### src/rtl/i2a_pkg.sv
// Package: constants, codes, types and character helpers of the integer to ASCII formatter.
package i2a_pkg;

  localparam int MAX_WIDTH_DEF = 62;
  localparam int PTR_DIGITS    = 8;

  localparam int VAL_W   = 64;
  localparam int CMD_W   = 3;
  localparam int MW_W    = 6;
  localparam int CHAR_W  = 7;
  localparam int DEC_DIGITS = 20;
  localparam int HEX_DIGITS = 16;
  localparam int BCD_W   = 4 * DEC_DIGITS;
  localparam int DCNT_W  = $clog2(DEC_DIGITS + 1);
  localparam int STEP_W  = $clog2(VAL_W);
  localparam int LEN_W   = MW_W + 1;

  localparam logic [CMD_W-1:0] CMD_SDEC = 3'd0;
  localparam logic [CMD_W-1:0] CMD_UDEC = 3'd1;
  localparam logic [CMD_W-1:0] CMD_HEXL = 3'd2;
  localparam logic [CMD_W-1:0] CMD_HEXU = 3'd3;
  localparam logic [CMD_W-1:0] CMD_PTR  = 3'd4;

  localparam logic [CHAR_W-1:0] CH_SPACE = 7'h20;
  localparam logic [CHAR_W-1:0] CH_MINUS = 7'h2D;
  localparam logic [CHAR_W-1:0] CH_ZERO  = 7'h30;
  localparam logic [CHAR_W-1:0] CH_X     = 7'h78;
  localparam logic [CHAR_W-1:0] CH_UA    = 7'h41;
  localparam logic [CHAR_W-1:0] CH_LA    = 7'h61;

  typedef struct packed {
    logic busy;
    logic done;
  } conv_stat_t;

  // Map one digit to its ASCII code, upper or lower case letters for hex.
  function automatic logic [CHAR_W-1:0] digit_char(input logic [3:0] nib, input logic upper);
    logic [CHAR_W-1:0] base;
    base = upper ? CH_UA : CH_LA;
    if (nib < 4'd10) begin
      digit_char = CH_ZERO + {3'b000, nib};
    end else begin
      digit_char = base + {3'b000, nib - 4'd10};
    end
  endfunction

endpackage

### src/rtl/i2a_bcd_conv.sv
// Bit-serial binary to BCD converter (shift and add-3), one input bit per cycle.
module i2a_bcd_conv
  import i2a_pkg::*;
(
  input  logic             clk,
  input  logic             rst,
  input  logic             start,
  input  logic [VAL_W-1:0] bin_in,
  output conv_stat_t       stat,
  output logic [BCD_W-1:0] bcd
);

  logic [VAL_W-1:0]  bin;
  logic [BCD_W-1:0]  bcd_adj;
  logic [STEP_W-1:0] step;
  logic              busy;
  logic              done;

  // Add 3 to every digit of 5 or more before the shift.
  always_comb begin
    for (int i = 0; i < DEC_DIGITS; i++) begin
      if (bcd[4*i +: 4] >= 4'd5) begin
        bcd_adj[4*i +: 4] = bcd[4*i +: 4] + 4'd3;
      end else begin
        bcd_adj[4*i +: 4] = bcd[4*i +: 4];
      end
    end
  end

  always_ff @(posedge clk) begin
    if (rst) begin
      busy <= 1'b0;
      done <= 1'b0;
      step <= '0;
    end else begin
      done <= 1'b0;
      if (start) begin
        busy <= 1'b1;
        step <= '0;
      end else if (busy) begin
        step <= step + 1'b1;
        if (step == STEP_W'(VAL_W - 1)) begin
          busy <= 1'b0;
          done <= 1'b1;
        end
      end
    end
  end

  always_ff @(posedge clk) begin
    if (start) begin
      bin <= bin_in;
      bcd <= '0;
    end else if (busy) begin
      bin <= {bin[VAL_W-2:0], 1'b0};
      bcd <= {bcd_adj[BCD_W-2:0], bin[VAL_W-1]};
    end
  end

  assign stat.busy = busy;
  assign stat.done = done;

endmodule

### config.mk
export PLATFORM = sky130hd
export DESIGN_NAME = i2a_bcd_conv
export DESIGN_NICKNAME = d
export VERILOG_FILES = /design/src/rtl/i2a_pkg.sv /design/src/rtl/i2a_bcd_conv.sv
export SDC_FILE = /design/constraint.sdc
export NUM_CORES = 1
export LEC_CHECK = 0
export ABC_AREA = 1
export BUFFER_PORTS_ARGS = -buffer_cell sky130_fd_sc_hd__buf_2
export CAP_MARGIN = 20
export CORE_MARGIN = 2
export CORE_UTILIZATION = 45
export CTS_BUF_LIST = sky130_fd_sc_hd__clkbuf_2
export DETAILED_ROUTE_END_ITERATION = 16
export GPL_TIMING_DRIVEN = 0
export PLACE_DENSITY_LB_ADDON = 0.12
export SKIP_CTS_REPAIR_TIMING = 1
export SLEW_MARGIN = 20
export SYNTH_ARGS = -nofsm -noshare
export SYNTH_HDL_FRONTEND = slang
export SYNTH_SLANG_ARGS = --single-unit
### constraint.sdc
create_clock -name clk -period 2.7 [get_ports clk]
set_clock_uncertainty 0.15 [all_clocks]
set_input_delay 0.54 -clock clk [delete_from_list [all_inputs] [get_ports clk]]
set_output_delay 0.54 -clock clk [all_outputs]
set_load 0.005 [all_outputs]
After elaboration in Yosys (flattened, before gate mapping)
Index checks and enable logic that the tools add are counted.

Latch bits: 0. Memories: 0. Bits in read-only memories: 0. Input port bits: 67. Flip-flop bits (word level): 152. Bits in writable memories: 0. Logic and storage cells: 77. Output and inout bits: 82.

Multiply operators: 0. Bitwise gates (word level): 1. Shift-type cells: 0. Equality and inequality tests: 1. Mux-type cells: 26. Reduce and logical (&&, ||, !) cells: 3. Divide/modulo/power cells: 0. Magnitude comparators: 20. Add/sub/neg operators: 21.

Operators by type and width (count): 2-to-1 mux 64 bit (2); greater-or-equal comparator 4 x 3 -> 1 bit, second input constant (20); adder 4 x 2 -> 4 bit, second input constant (19); 2-to-1 mux 4 bit (19); adder 6 x 1 -> 6 bit, second input constant (1); equality test 6 bit, second input constant (1); 2-to-1 mux 1 bit (4); adder 3 x 2 -> 3 bit, second input constant (1); 2-to-1 mux 3 bit (1); OR reduction 3 bit (1); nonzero test 2 bit (1); OR reduction 2 bit (1); inverter 1 bit (1).

Logic depth before layout (Yosys ltp)
Gate-level depths: netlist (run 1).

Depth after elaboration: 4. Gate-level depth with buffers: 9. Gate-level depth less buffers: 9.

Least setup slack after synthesis (run 1)
Ideal clock, no wire load.

Path kind: input port to flip-flop. Start: input port start. End: register bin[0] (enable). Cell stages on the path: 3. Path slack: 86 ps. Arrival: 2045 ps. Buffers on the path: 1. Setup time: 419 ps. Required time: 2131 ps. Cells stage by stage: nor2_1 -> buf_2 -> inv_1.

Cells in the longest elaborated chain, start to end: 1.

RTL lines: from (decl) (line i2a_bcd_conv.sv:7) `input logic start,`; nonzero test 2 bit (no line); to (signal assigned) (line i2a_bcd_conv.sv:52) `bin <= bin_in;`; to (signal assigned) (line i2a_bcd_conv.sv:55) `bin <= {bin[VAL_W-2:0], 1'b0};`; to (decl) (line i2a_bcd_conv.sv:13) `logic [VAL_W-1:0] bin;`.

Every way passes these cells. A chain may end at the register's enable or synchronous reset.

Final worst setup path (run 1)
Start: register busy. End: output port stat[1] (netlist name).

RTL lines: from (decl) (line i2a_bcd_conv.sv:16) `logic busy;`; from (signal assigned) (line i2a_bcd_conv.sv:32) `busy <= 1'b0;`; from (signal assigned) (line i2a_bcd_conv.sv:38) `busy <= 1'b1;`; from (signal assigned) (line i2a_bcd_conv.sv:43) `busy <= 1'b0;`; to (decl) (line i2a_bcd_conv.sv:9) `output conv_stat_t stat,`.

No word-level cell between the ends.

==> results of run 1 <==
cell type report:
cell class,count,area [um^2]
fillers,1532,6983
flip-flops and latches,152,3684
multi-input cells,702,3283
repair buffers,214,1419
inverters,94,355.3
well taps,220,275.3
plain buffers,35,158.9
clock inverters,13,151.4
clock buffers,19,95.09
diodes,1,2.502
Yosys cell counts, drive strengths merged:
| cell type | n |
|---|---|
| nand2 | 422 |
| nand3 | 124 |
| inv | 94 |
| o21ai | 91 |
| dfxtp | 88 |
| edfxtp | 64 |
| ha | 41 |
| buf | 19 |
| clkbuf | 16 |
| nor2 | 13 |
| a21oi | 6 |
| nand4 | 4 |
| a31oi | 1 |
logic make-up (layout without fill, tap and decap cells):
| kind of cell | Yosys count | count (layout) | share of synthesized area, % |
|---|---|---|---|
| buffers and inverters | 129 | 375 | 6.843 |
| AOI/OAI and AO/OA | 98 | 98 | 6.575 |
| DFF | 152 | 152 | 49.26 |
| other | 0 | 1 | 0 |
| adders and majority gates | 41 | 41 | 6.860 |
| and+or+nand+nor | 563 | 563 | 30.47 |
metrics by stage:
step	setup TNS (ns)	instances	hold slack (ns)	instance area (um^2)	total power, mW
after floorplan	0	983	0.2715	7478	2.793
after global placement	-63.53	1351	0.3039	8494	2.935
after detailed placement	0	1352	0.3114	8524	2.941
after CTS	0	1384	-0.1657	8771	4.311
after global routing	0	1450	0.07302	9424	4.532
final	0	1450	0.1227	9424	4.337
layout by cell type (no fill, tap or decap), types with 3 or more instances in the layout:
| cell | instances |
|---|---|
| a21oi_1 | 6 |
| buf_1 | 3 |
| buf_2 | 161 |
| buf_4 | 3 |
| bufinv_16 | 3 |
| clkbuf_1 | 16 |
| clkbuf_2 | 19 |
| dfxtp_1 | 88 |
| dlygate4sd3_1 | 65 |
| edfxtp_1 | 64 |
| ha_1 | 41 |
| inv_1 | 91 |
| inv_2 | 3 |
| inv_4 | 5 |
| nand2_1 | 422 |
| nand3_1 | 124 |
| nand4_1 | 4 |
| nor2_1 | 13 |
| o21ai_0 | 91 |
worst max-delay path, cell delays in order (launching register included):
cell     delay (ns)
dfxtp_1        0.49
buf_4          0.15
buf_2          0.09
state kept, by name, summed over array words and instances, names as in the netlist:
| name | flops |
|---|---|
| done | 1 |
| bin | 64 |
| bcd | 80 |
| step | 6 |
| busy | 1 |
worst max path at each step:
| stage | start | endpoint | slack [ns] | cells past startpoint |
|---|---|---|---|---|
| finish | busy | stat[1] | 0.59 | 2 |
| global route | busy | stat[1] | 0.45 | 2 |
| floorplan | start | bin[0] | 0.09 | 3 |
| detailed placement | start | bin[47] | 0.44 | 5 |
| global placement | start | bin[47] | -0.97 | 4 |
| CTS | busy | stat[1] | 0.50 | 2 |
per-layer routing:
layer | track usage [%] | share of wire [%] | up-vias
met2 | 31.72 | 45 | 182
met4 | 7.228 | 1.8 | 0
met1 | 28.52 | 48 | 3094
li1 | - | - | 3640
met3 | 4.291 | 4.8 | 26
met5 | 0 | 0 | -
report_power, final:
part	internal (mW)	switching, mW	total, mW
Combinational	0.176	0.233	0.409
Sequential	2.53	0.0322	2.56
Clock	0.520	0.851	1.37
==> impl_metrics.env, run 1 <==
export IMPL_status="finished, final reports clean"
export IMPL_peakVddDrop_v=0.0002678
export IMPL_final_hold_viol_count=0
export IMPL_rows=47
export IMPL_drt_first_pass_iters=5
export IMPL_synth_warning_count=0
export IMPL_synth_nets=1091
export IMPL_dp_slack_ns=0.4446
export IMPL_die_y_um=132.9
export IMPL_period_needed_ns=2.109
export IMPL_synth_seq_area_share_pct=49.26
export IMPL_viasPerCell=4.788
export IMPL_yosys_area_top_type_share_pct=25.70
export IMPL_worst_pin_slew_ns=0.6498
export IMPL_max_freq_mhz=474.2
export IMPL_hp_start="start"
export IMPL_port_buffer_count=148
export IMPL_min_period_over_period_pct=78.11
export IMPL_fin_ws_ns=0.5910
export IMPL_clk_path_buf_depth=2
export IMPL_grt_pass1_vias=5829
export IMPL_rsz0062_at_grt="no"
export IMPL_io_pins=149
export IMPL_nets=1324
export IMPL_finalSetupViolations=0
export IMPL_final_util_pct=57.44
export IMPL_drive_gt1_share_pct=16.19
export IMPL_maxCapViolCount=0
export IMPL_route_vias_total=6942
export IMPL_grt_antenna_before_repair=1
export IMPL_post_drt_wl_per_cell_um=12.99
export IMPL_syn_inst=983
export IMPL_clk_pin_slew_worst_paths_ns=0.21
export IMPL_synth_seq_cells=152
export IMPL_min_to="step[5]"
export IMPL_min_path_type="input port to register"
export IMPL_grt_util_all_layers_pct=20.49
export IMPL_place_gp_congestion=0.8720
export IMPL_fp_coreArea_um2=16410
export IMPL_powerDensity_nw_per_um2=460.2
export IMPL_clkLatencyLatePin_ns=0.72
export IMPL_synth_area_leaders="edfxtp_1 26%, dfxtp_1 24%, nand2_1 21%"
export IMPL_syn_avg_cell_area_um2=7.608
export IMPL_start_kind="register"
export IMPL_worstPathMaxFanout=6
export IMPL_syn_area_um2=7478
export IMPL_yosysUniqueCellTypes=16
export IMPL_gr_total_overflow=0
export IMPL_final_antenna_net_count=0
export IMPL_cts_htree_levels=4
export IMPL_critPathRequiredTime_ns=2.01
export IMPL_end_kind="output pin"
export IMPL_cts_tree="yes"
export IMPL_drtIter0Drc=415
export IMPL_root_buffer="clkbuf_2"
export IMPL_grt_start_max_net_pins=56
export IMPL_area_growth_syn_to_layout_pct=26.02
export IMPL_maxSlewViolCount=0
export IMPL_cts_num_sinks=152
export IMPL_yosys_area_top_type="edfxtp_1"
export IMPL_r2r_end="bin[56]"
export IMPL_cp_arrival_ns=1.42
export IMPL_p_leak_nw=4.941
export IMPL_grt_pass1_wl_mm=28.84
export IMPL_critPathKind="register to output pin"
export IMPL_die_area_um2=17670
export IMPL_r2r_cells=4
export IMPL_finalWirelength_mm=18.83
export IMPL_hpwl_mm=12.51
export IMPL_reg2reg_slack_ns=0.74
export IMPL_worstHoldPathCells=4
export IMPL_drc=0
export IMPL_start_util_pct=45.58
export IMPL_r2r_start="busy"
export IMPL_max_slew_margin_pct=56.68
export IMPL_numCtsBuffers=17
export IMPL_die_w_um=132.9
(Power assumes the default switching activity.)
==> inputs of run 2 (changes only) <==
--- a/config.mk
+++ b/config.mk
@@ -5,7 +5,7 @@
 export SDC_FILE = /design/constraint.sdc
 export NUM_CORES = 1
 export LEC_CHECK = 0
-export ABC_AREA = 1
+export ABC_AREA = 0
 export BUFFER_PORTS_ARGS = -buffer_cell sky130_fd_sc_hd__buf_2
 export CAP_MARGIN = 20
 export CORE_MARGIN = 2
==> constraint.sdc (replaced) <==
create_clock -name clk -period 1.8 [get_ports clk]
set_clock_uncertainty 0.15 [all_clocks]
set_input_delay 0.36 -clock clk [delete_from_list [all_inputs] [get_ports clk]]
set_output_delay 0.36 -clock clk [all_outputs]
set_load 0.005 [all_outputs]
==> run 2 against run 1 <==
The flow now finishes with violations (negative setup slack). First-iteration DRC count increased by 27%. Critical endpoint unchanged. Largest power group unchanged. Combinational power increased to 4.3 times the previous value. Register-to-register slack got worse by 0.70 ns. Design area increased by 19%. Flip-flop and latch count unchanged. Critical path depth unchanged. Largest cell class unchanged. Highest routed layer unchanged. Final cell count decreased by 8.8%.
==> impl_metrics.env, run 2 <==
export IMPL_synth_seq_area_share_pct=46.86
export IMPL_critPathKind="register to output pin"
export IMPL_clkLatencyLatePin_ns=0.75
export IMPL_syn_inst=767
export IMPL_cts_num_sinks=152
export IMPL_drtIter0Drc=529
export IMPL_powerDensity_nw_per_um2=699.1
export IMPL_rows=48
export IMPL_most_common_layout_cells="99 x buf_2, 83 x buf_4, 73 x buf_6"
export IMPL_yosysUniqueCellTypes=46
export IMPL_yosys_area_top_type="edfxtp_1"
export IMPL_grt_pass1_wl_mm=31.92
export IMPL_root_buffer="clkbuf_2"
export IMPL_area_growth_syn_to_layout_pct=42.36
export IMPL_peakVddDrop_v=0.0007514
export IMPL_max_slew_margin_pct=50.96
export IMPL_largest_reg_flops=80
export IMPL_route_vias_total=7385
export IMPL_drt_first_pass_iters=5
export IMPL_syn_area_um2=7860
export IMPL_finalSetupViolations=1
export IMPL_dp_slack_ns=-0.5540
export IMPL_numCtsBuffers=17
export IMPL_die_area_um2=18540
export IMPL_gr_total_overflow=0
export IMPL_synth_warning_count=0
export IMPL_port_buffer_count=148
export IMPL_synthArstFlopShare_pct=0
export IMPL_start_util_pct=45.76
export IMPL_rsz0062_at_grt="yes"
export IMPL_grt_antenna_before_repair=2
export IMPL_place_gp_congestion=0.8386
export IMPL_maxSlewViolCount=0
export IMPL_drc=0
export IMPL_die_y_um=136.2
export IMPL_max_freq_mhz=534.0
export IMPL_final_common_cell="buf_2"
export IMPL_cts_htree_levels=4
export IMPL_failed_checks="negative setup slack"
export IMPL_critPathRequiredTime_ns=1.29
export IMPL_maxCapViolCount=0
export IMPL_fp_coreArea_um2=17180
export IMPL_grt_pass1_vias=6131
export IMPL_p_leak_nw=4.379
export IMPL_ys_top_cells_by_count="88 x dfxtp_1, 73 x inv_1, 72 x a21oi_1"
export IMPL_path_common_cell="buf_6"
export IMPL_grt_start_max_net_pins=65
export IMPL_synth_area_leaders="edfxtp_1 24%, dfxtp_1 22%, mux2_2 9.0%"
export IMPL_cp_arrival_ns=1.36
export IMPL_cp_buffers_inverters=2
export IMPL_io_pins=149
export IMPL_min_path_type="input port to register"
export IMPL_final_hold_viol_count=0
export IMPL_path_cells="buf_6 > buf_6"
export IMPL_clk_pin_slew_worst_paths_ns=0.25
export IMPL_grt_util_all_layers_pct=22.25
export IMPL_nets=1191
export IMPL_post_drt_wl_per_cell_um=17.89
export IMPL_top_regs="bcd: 80 flops, bin: 64 flops, step: 6 flops"
export IMPL_largest_register="bcd"
export IMPL_yosys_area_top_type_share_pct=24.45
export IMPL_min_period_over_period_pct=104.0
export IMPL_worstPathMaxFanout=4
export IMPL_clk_path_buf_depth=2
export IMPL_hpwl_mm=13.87
export IMPL_finalWirelength_mm=23.65
export IMPL_status="complete, but fails checks"
export IMPL_final_antenna_net_count=0
export IMPL_synth_edff_count=64
export IMPL_yosysMostFrequentCell="dfxtp_1"
export IMPL_die_w_um=136.2
export IMPL_synth_seq_cells=152
export IMPL_worst_pin_slew_ns=0.7356
export IMPL_end_kind="output pin"
export IMPL_synthFlopType="dfxtp_1"
export IMPL_synth_nets=875
export IMPL_final_util_pct=65.14
export IMPL_viasPerCell=5.586
export IMPL_start_kind="register"
export IMPL_cp_slowest_cell="dfxtp_4"
export IMPL_drive_gt1_share_pct=43.98
export IMPL_critPathMaxStageDelay_ns=0.42
export IMPL_cts_tree="yes"
export IMPL_fin_ws_ns=-0.07271
export IMPL_period_needed_ns=1.873
export IMPL_syn_avg_cell_area_um2=10.25
export IMPL_crit_family="flip-flops"
==> run 2: cell count changes after synthesis, moves of 14 or more <==
cell     change
nand4_1     +14
o32ai_1     +17
o21ai_0     -47
mux2_2      +63
o22ai_1     +17
or3_1       +17
o22a_1      +16
a311o_1     +16
o21ai_2     +20
nor3_1      +25
nand2_1    -392
a21oi_1     +66
nand3_1    -102
inv_1       -19
==> run 2: layout make-up <==
cell class	instances	area [um^2]
fillers	1449	5987
inverters	74	277.8
multi-input cells	502	3754
clock buffers	18	90.09
flip-flops and latches	152	3956
diodes	1	2.502
well taps	225	281.5
plain buffers	41	224.0
repair buffers	295	2456
clock inverters	14	147.6
==> run 2: layer usage <==
layer / part of all wire (%) / track usage, % / up-vias
li1: - / - / 3527
met1: 42 / 30.24 / 3539
met2: 49 / 33.98 / 278
met3: 6.5 / 7.047 / 41
met4: 2.2 / 6.597 / 0
met5: 0 / 0 / -
==> run 2: worst reg2reg max path, cell delays in order, from the launching register on <==
cell and delay, ns:
dfxtp_4 0.41, buf_4 0.13, inv_1 0.05, ha_1 0.22, nand2b_1 0.08, a21oi_1 0.10, or4_1 0.43, o311ai_1 0.11
==> run 2: logic make-up after synthesis <==
kind of cell	synth area share [%]
flip-flops	46.86
adder cells (fa/ha/maj)	6.527
XOR/XNOR	0.5572
AND/OR/NAND/NOR	9.535
multiplexers	9.663
AO/OA/AOI/OAI	20.65
buffers and inverters	6.208
==> run 2: through the flow <==
stage | area (um^2) | total power, mW | TNS [ns] | hold slack [ns] | cells
2_1_floorplan | 7873 | 4.955 | 0 | 0.2750 | 767
3_3_place_gp | 8895 | 5.410 | -38.31 | 0.3215 | 1140
3_5_place_dp | 8895 | 5.425 | -37.10 | 0.3393 | 1140
4_1_cts | 9133 | 7.402 | -36.40 | -0.4601 | 1172
5_1_grt | 11190 | 8.236 | -5.423 | 0.01371 | 1322
6_report | 11190 | 7.823 | -0.07271 | 0.07738 | 1322
==> run 2: path summary, 6_finish.rpt <==
kind | start | slack, ns | cells past startpoint | end
max reg2reg | bcd[40] | 0.04 | 7 | bcd[41]
min | start | 0.08 | 4 | bcd[49]
max | busy | -0.07 | 2 | stat[1]
min reg2reg | bcd[15] | 0.35 | 2 | bcd[15]
==> run 2: where the power goes <==
group          switching, mW  internal (mW)
clock network           1.43          0.569
registers              0.185           3.88
logic                  0.848          0.912
total                   2.46           5.36
==> inputs of run 3 (changes only) <==
--- a/config.mk
+++ b/config.mk
@@ -8,12 +8,13 @@
 export ABC_AREA = 0
 export BUFFER_PORTS_ARGS = -buffer_cell sky130_fd_sc_hd__buf_2
 export CAP_MARGIN = 20
-export CORE_MARGIN = 2
+export CORE_MARGIN = 1
 export CORE_UTILIZATION = 45
 export CTS_BUF_LIST = sky130_fd_sc_hd__clkbuf_2
 export DETAILED_ROUTE_END_ITERATION = 16
 export GPL_TIMING_DRIVEN = 0
 export PLACE_DENSITY_LB_ADDON = 0.12
+export SETUP_SLACK_MARGIN = 0.5
 export SKIP_CTS_REPAIR_TIMING = 1
 export SLEW_MARGIN = 20
 export SYNTH_ARGS = -nofsm -noshare
==> run 3 against run 2 <==
The run still ends with negative setup slack left. Non-clock buffer count rose by 77. Total power rose by 9.9%. Flip-flop and latch count did not move. Die area fell by 2.9%. Design area rose by 20%. Largest power group unchanged. First-iteration DRC count fell by 2.8%. Count of clock-buffer cells in the layout did not move. Sequential share of layout area fell by 5.7 points. Final cell count rose by 5.7%.
==> impl_metrics.env, run 3 (synthesis results as in run 2) <==
export IMPL_area_growth_syn_to_layout_pct=70.93
export IMPL_top_regs="bcd: 80 flops, bin: 64 flops, step: 6 flops"
export IMPL_grt_util_all_layers_pct=23.45
export IMPL_combPwrFrac_pct=30.3
export IMPL_hpwl_mm=14.35
export IMPL_final_antenna_net_count=0
export IMPL_worstPathMaxFanout=2
export IMPL_finalSetupViolations=76
export IMPL_io_pins=149
export IMPL_max_slew_margin_pct=50.81
export IMPL_worst_pin_slew_ns=0.7378
export IMPL_grt_pass1_vias=6159
export IMPL_period_needed_ns=1.906
export IMPL_route_vias_total=8110
export IMPL_maxSlewViolCount=0
export IMPL_cts_tree="yes"
export IMPL_post_drt_wl_per_cell_um=19.82
export IMPL_failed_checks="negative setup slack"
export IMPL_largest_reg_flops=80
export IMPL_rsz0062_at_grt="yes"
export IMPL_critPathRequiredTime_ns=1.29
export IMPL_start_kind="register"
export IMPL_p_clk_share_pct=22.3
export IMPL_numCtsBuffers=17
export IMPL_start_util_pct=46.73
export IMPL_power_internal_mw=5.871
export IMPL_port_buffer_count=148
export IMPL_drt_first_pass_iters=6
export IMPL_finalWirelength_mm=27.71
export IMPL_grt_antenna_before_repair=1
export IMPL_viasPerCell=5.801
export IMPL_cts_num_sinks=152
export IMPL_drc=0
export IMPL_critPathKind="register to output pin"
export IMPL_final_hold_viol_count=0
export IMPL_dp_slack_ns=-0.4749
export IMPL_fp_coreArea_um2=16820
export IMPL_largest_register="bcd"
export IMPL_drtIter0Drc=514
export IMPL_grt_start_max_net_pins=65
export IMPL_most_common_layout_cells="121 x buf_4, 107 x buf_6, 79 x buf_2"
export IMPL_placed_cells_incl_taps=1135
export IMPL_min_path_type="input port to register"
export IMPL_end_kind="output pin"
export IMPL_clk_path_buf_depth=2
export IMPL_share_seq_of_total_power_pct=47.4
export IMPL_clkLatencyLatePin_ns=0.76
export IMPL_p_switching_mw=2.727
export IMPL_clk_pin_slew_worst_paths_ns=0.24
export IMPL_cts_htree_levels=4
export IMPL_drive_gt1_share_pct=59.56
export IMPL_fin_ws_ns=-0.1062
export IMPL_finalNonFillerCells=1398
export IMPL_die_area_um2=18000
export IMPL_status="complete, but fails checks"
export IMPL_gr_total_overflow=0
export IMPL_min_period_over_period_pct=105.9
export IMPL_final_common_cell="buf_4"
export IMPL_powerDensity_nw_per_um2=639.9
export IMPL_peakVddDrop_v=0.0003762
export IMPL_maxCapViolCount=0
export IMPL_root_buffer="clkbuf_2"
export IMPL_nets=1272
export IMPL_p_leak_nw=5.335
export IMPL_rows=47
export IMPL_place_area_um2=9651
export IMPL_cp_arrival_ns=1.40
export IMPL_grt_pass1_wl_mm=32.64
export IMPL_fin_area_um2=13440
export IMPL_die_w_um=134.2
export IMPL_swShare_pct=31.72
export IMPL_place_gp_congestion=0.8281
export IMPL_max_freq_mhz=524.6
export IMPL_die_y_um=134.2
-- run 3: final timing paths --
kind	depth (start not counted)	slack [ns]	from	to
max	2	-0.11	busy	stat[1]
min	4	0.04	start	step[3]
max reg2reg	7	-0.03	busy	bin[59]
min reg2reg	2	0.36	bcd[51]	bcd[51]
-- run 3: critical path, stage by stage, from the launching register on --
cell and delay [ns]:
dfxtp_4 0.41, buf_6 0.12, buf_6 0.10
-- run 3: final cells by class --
cell class              instances  area, um^2
clock inverters                14       137.6
inverters                      74       350.3
clock buffers                  18       90.09
plain buffers                  42       498.0
flip-flops and latches        152        3981
fillers                       993        3383
well taps                     220       275.3
diodes                          1       2.502
repair buffers                371        3338
multi-input cells             506        4762
-- run 3: routing by layer --
metal | up-vias | wire [um] | global-route usage (%)
met2 | 395 | 13630 | 37.42
met4 | 0 | 671 | 7.116
met5 | - | 0 | 0
li1 | 3707 | - | -
met3 | 61 | 2132 | 4.762
met1 | 3947 | 11270 | 32.01
-- run 3: power groups by stage --
stage / sequential [mW] / combinational (mW) / clock [mW]
2_1_floorplan: 4.18 / 1.03 / 0
3_3_place_gp: 4.22 / 1.47 / 0
3_5_place_dp: 4.23 / 1.49 / 0
4_1_cts: 4.16 / 1.50 / 1.94
5_1_grt: 4.10 / 2.75 / 2.10
6_report: 4.08 / 2.60 / 1.91
-- run 3: metrics by stage --
step,power (mW),hold WS [ns],setup TNS [ns],utilization (%)
floorplan,5.213,0.2750,0,-
global placement,5.697,0.3318,-32.34,57.38
detailed placement,5.717,0.3335,-31.00,57.38
CTS,7.596,-0.4416,-30.76,58.73
global route,8.955,0.01395,-5.115,79.88
finish,8.598,0.03547,-1.214,79.88
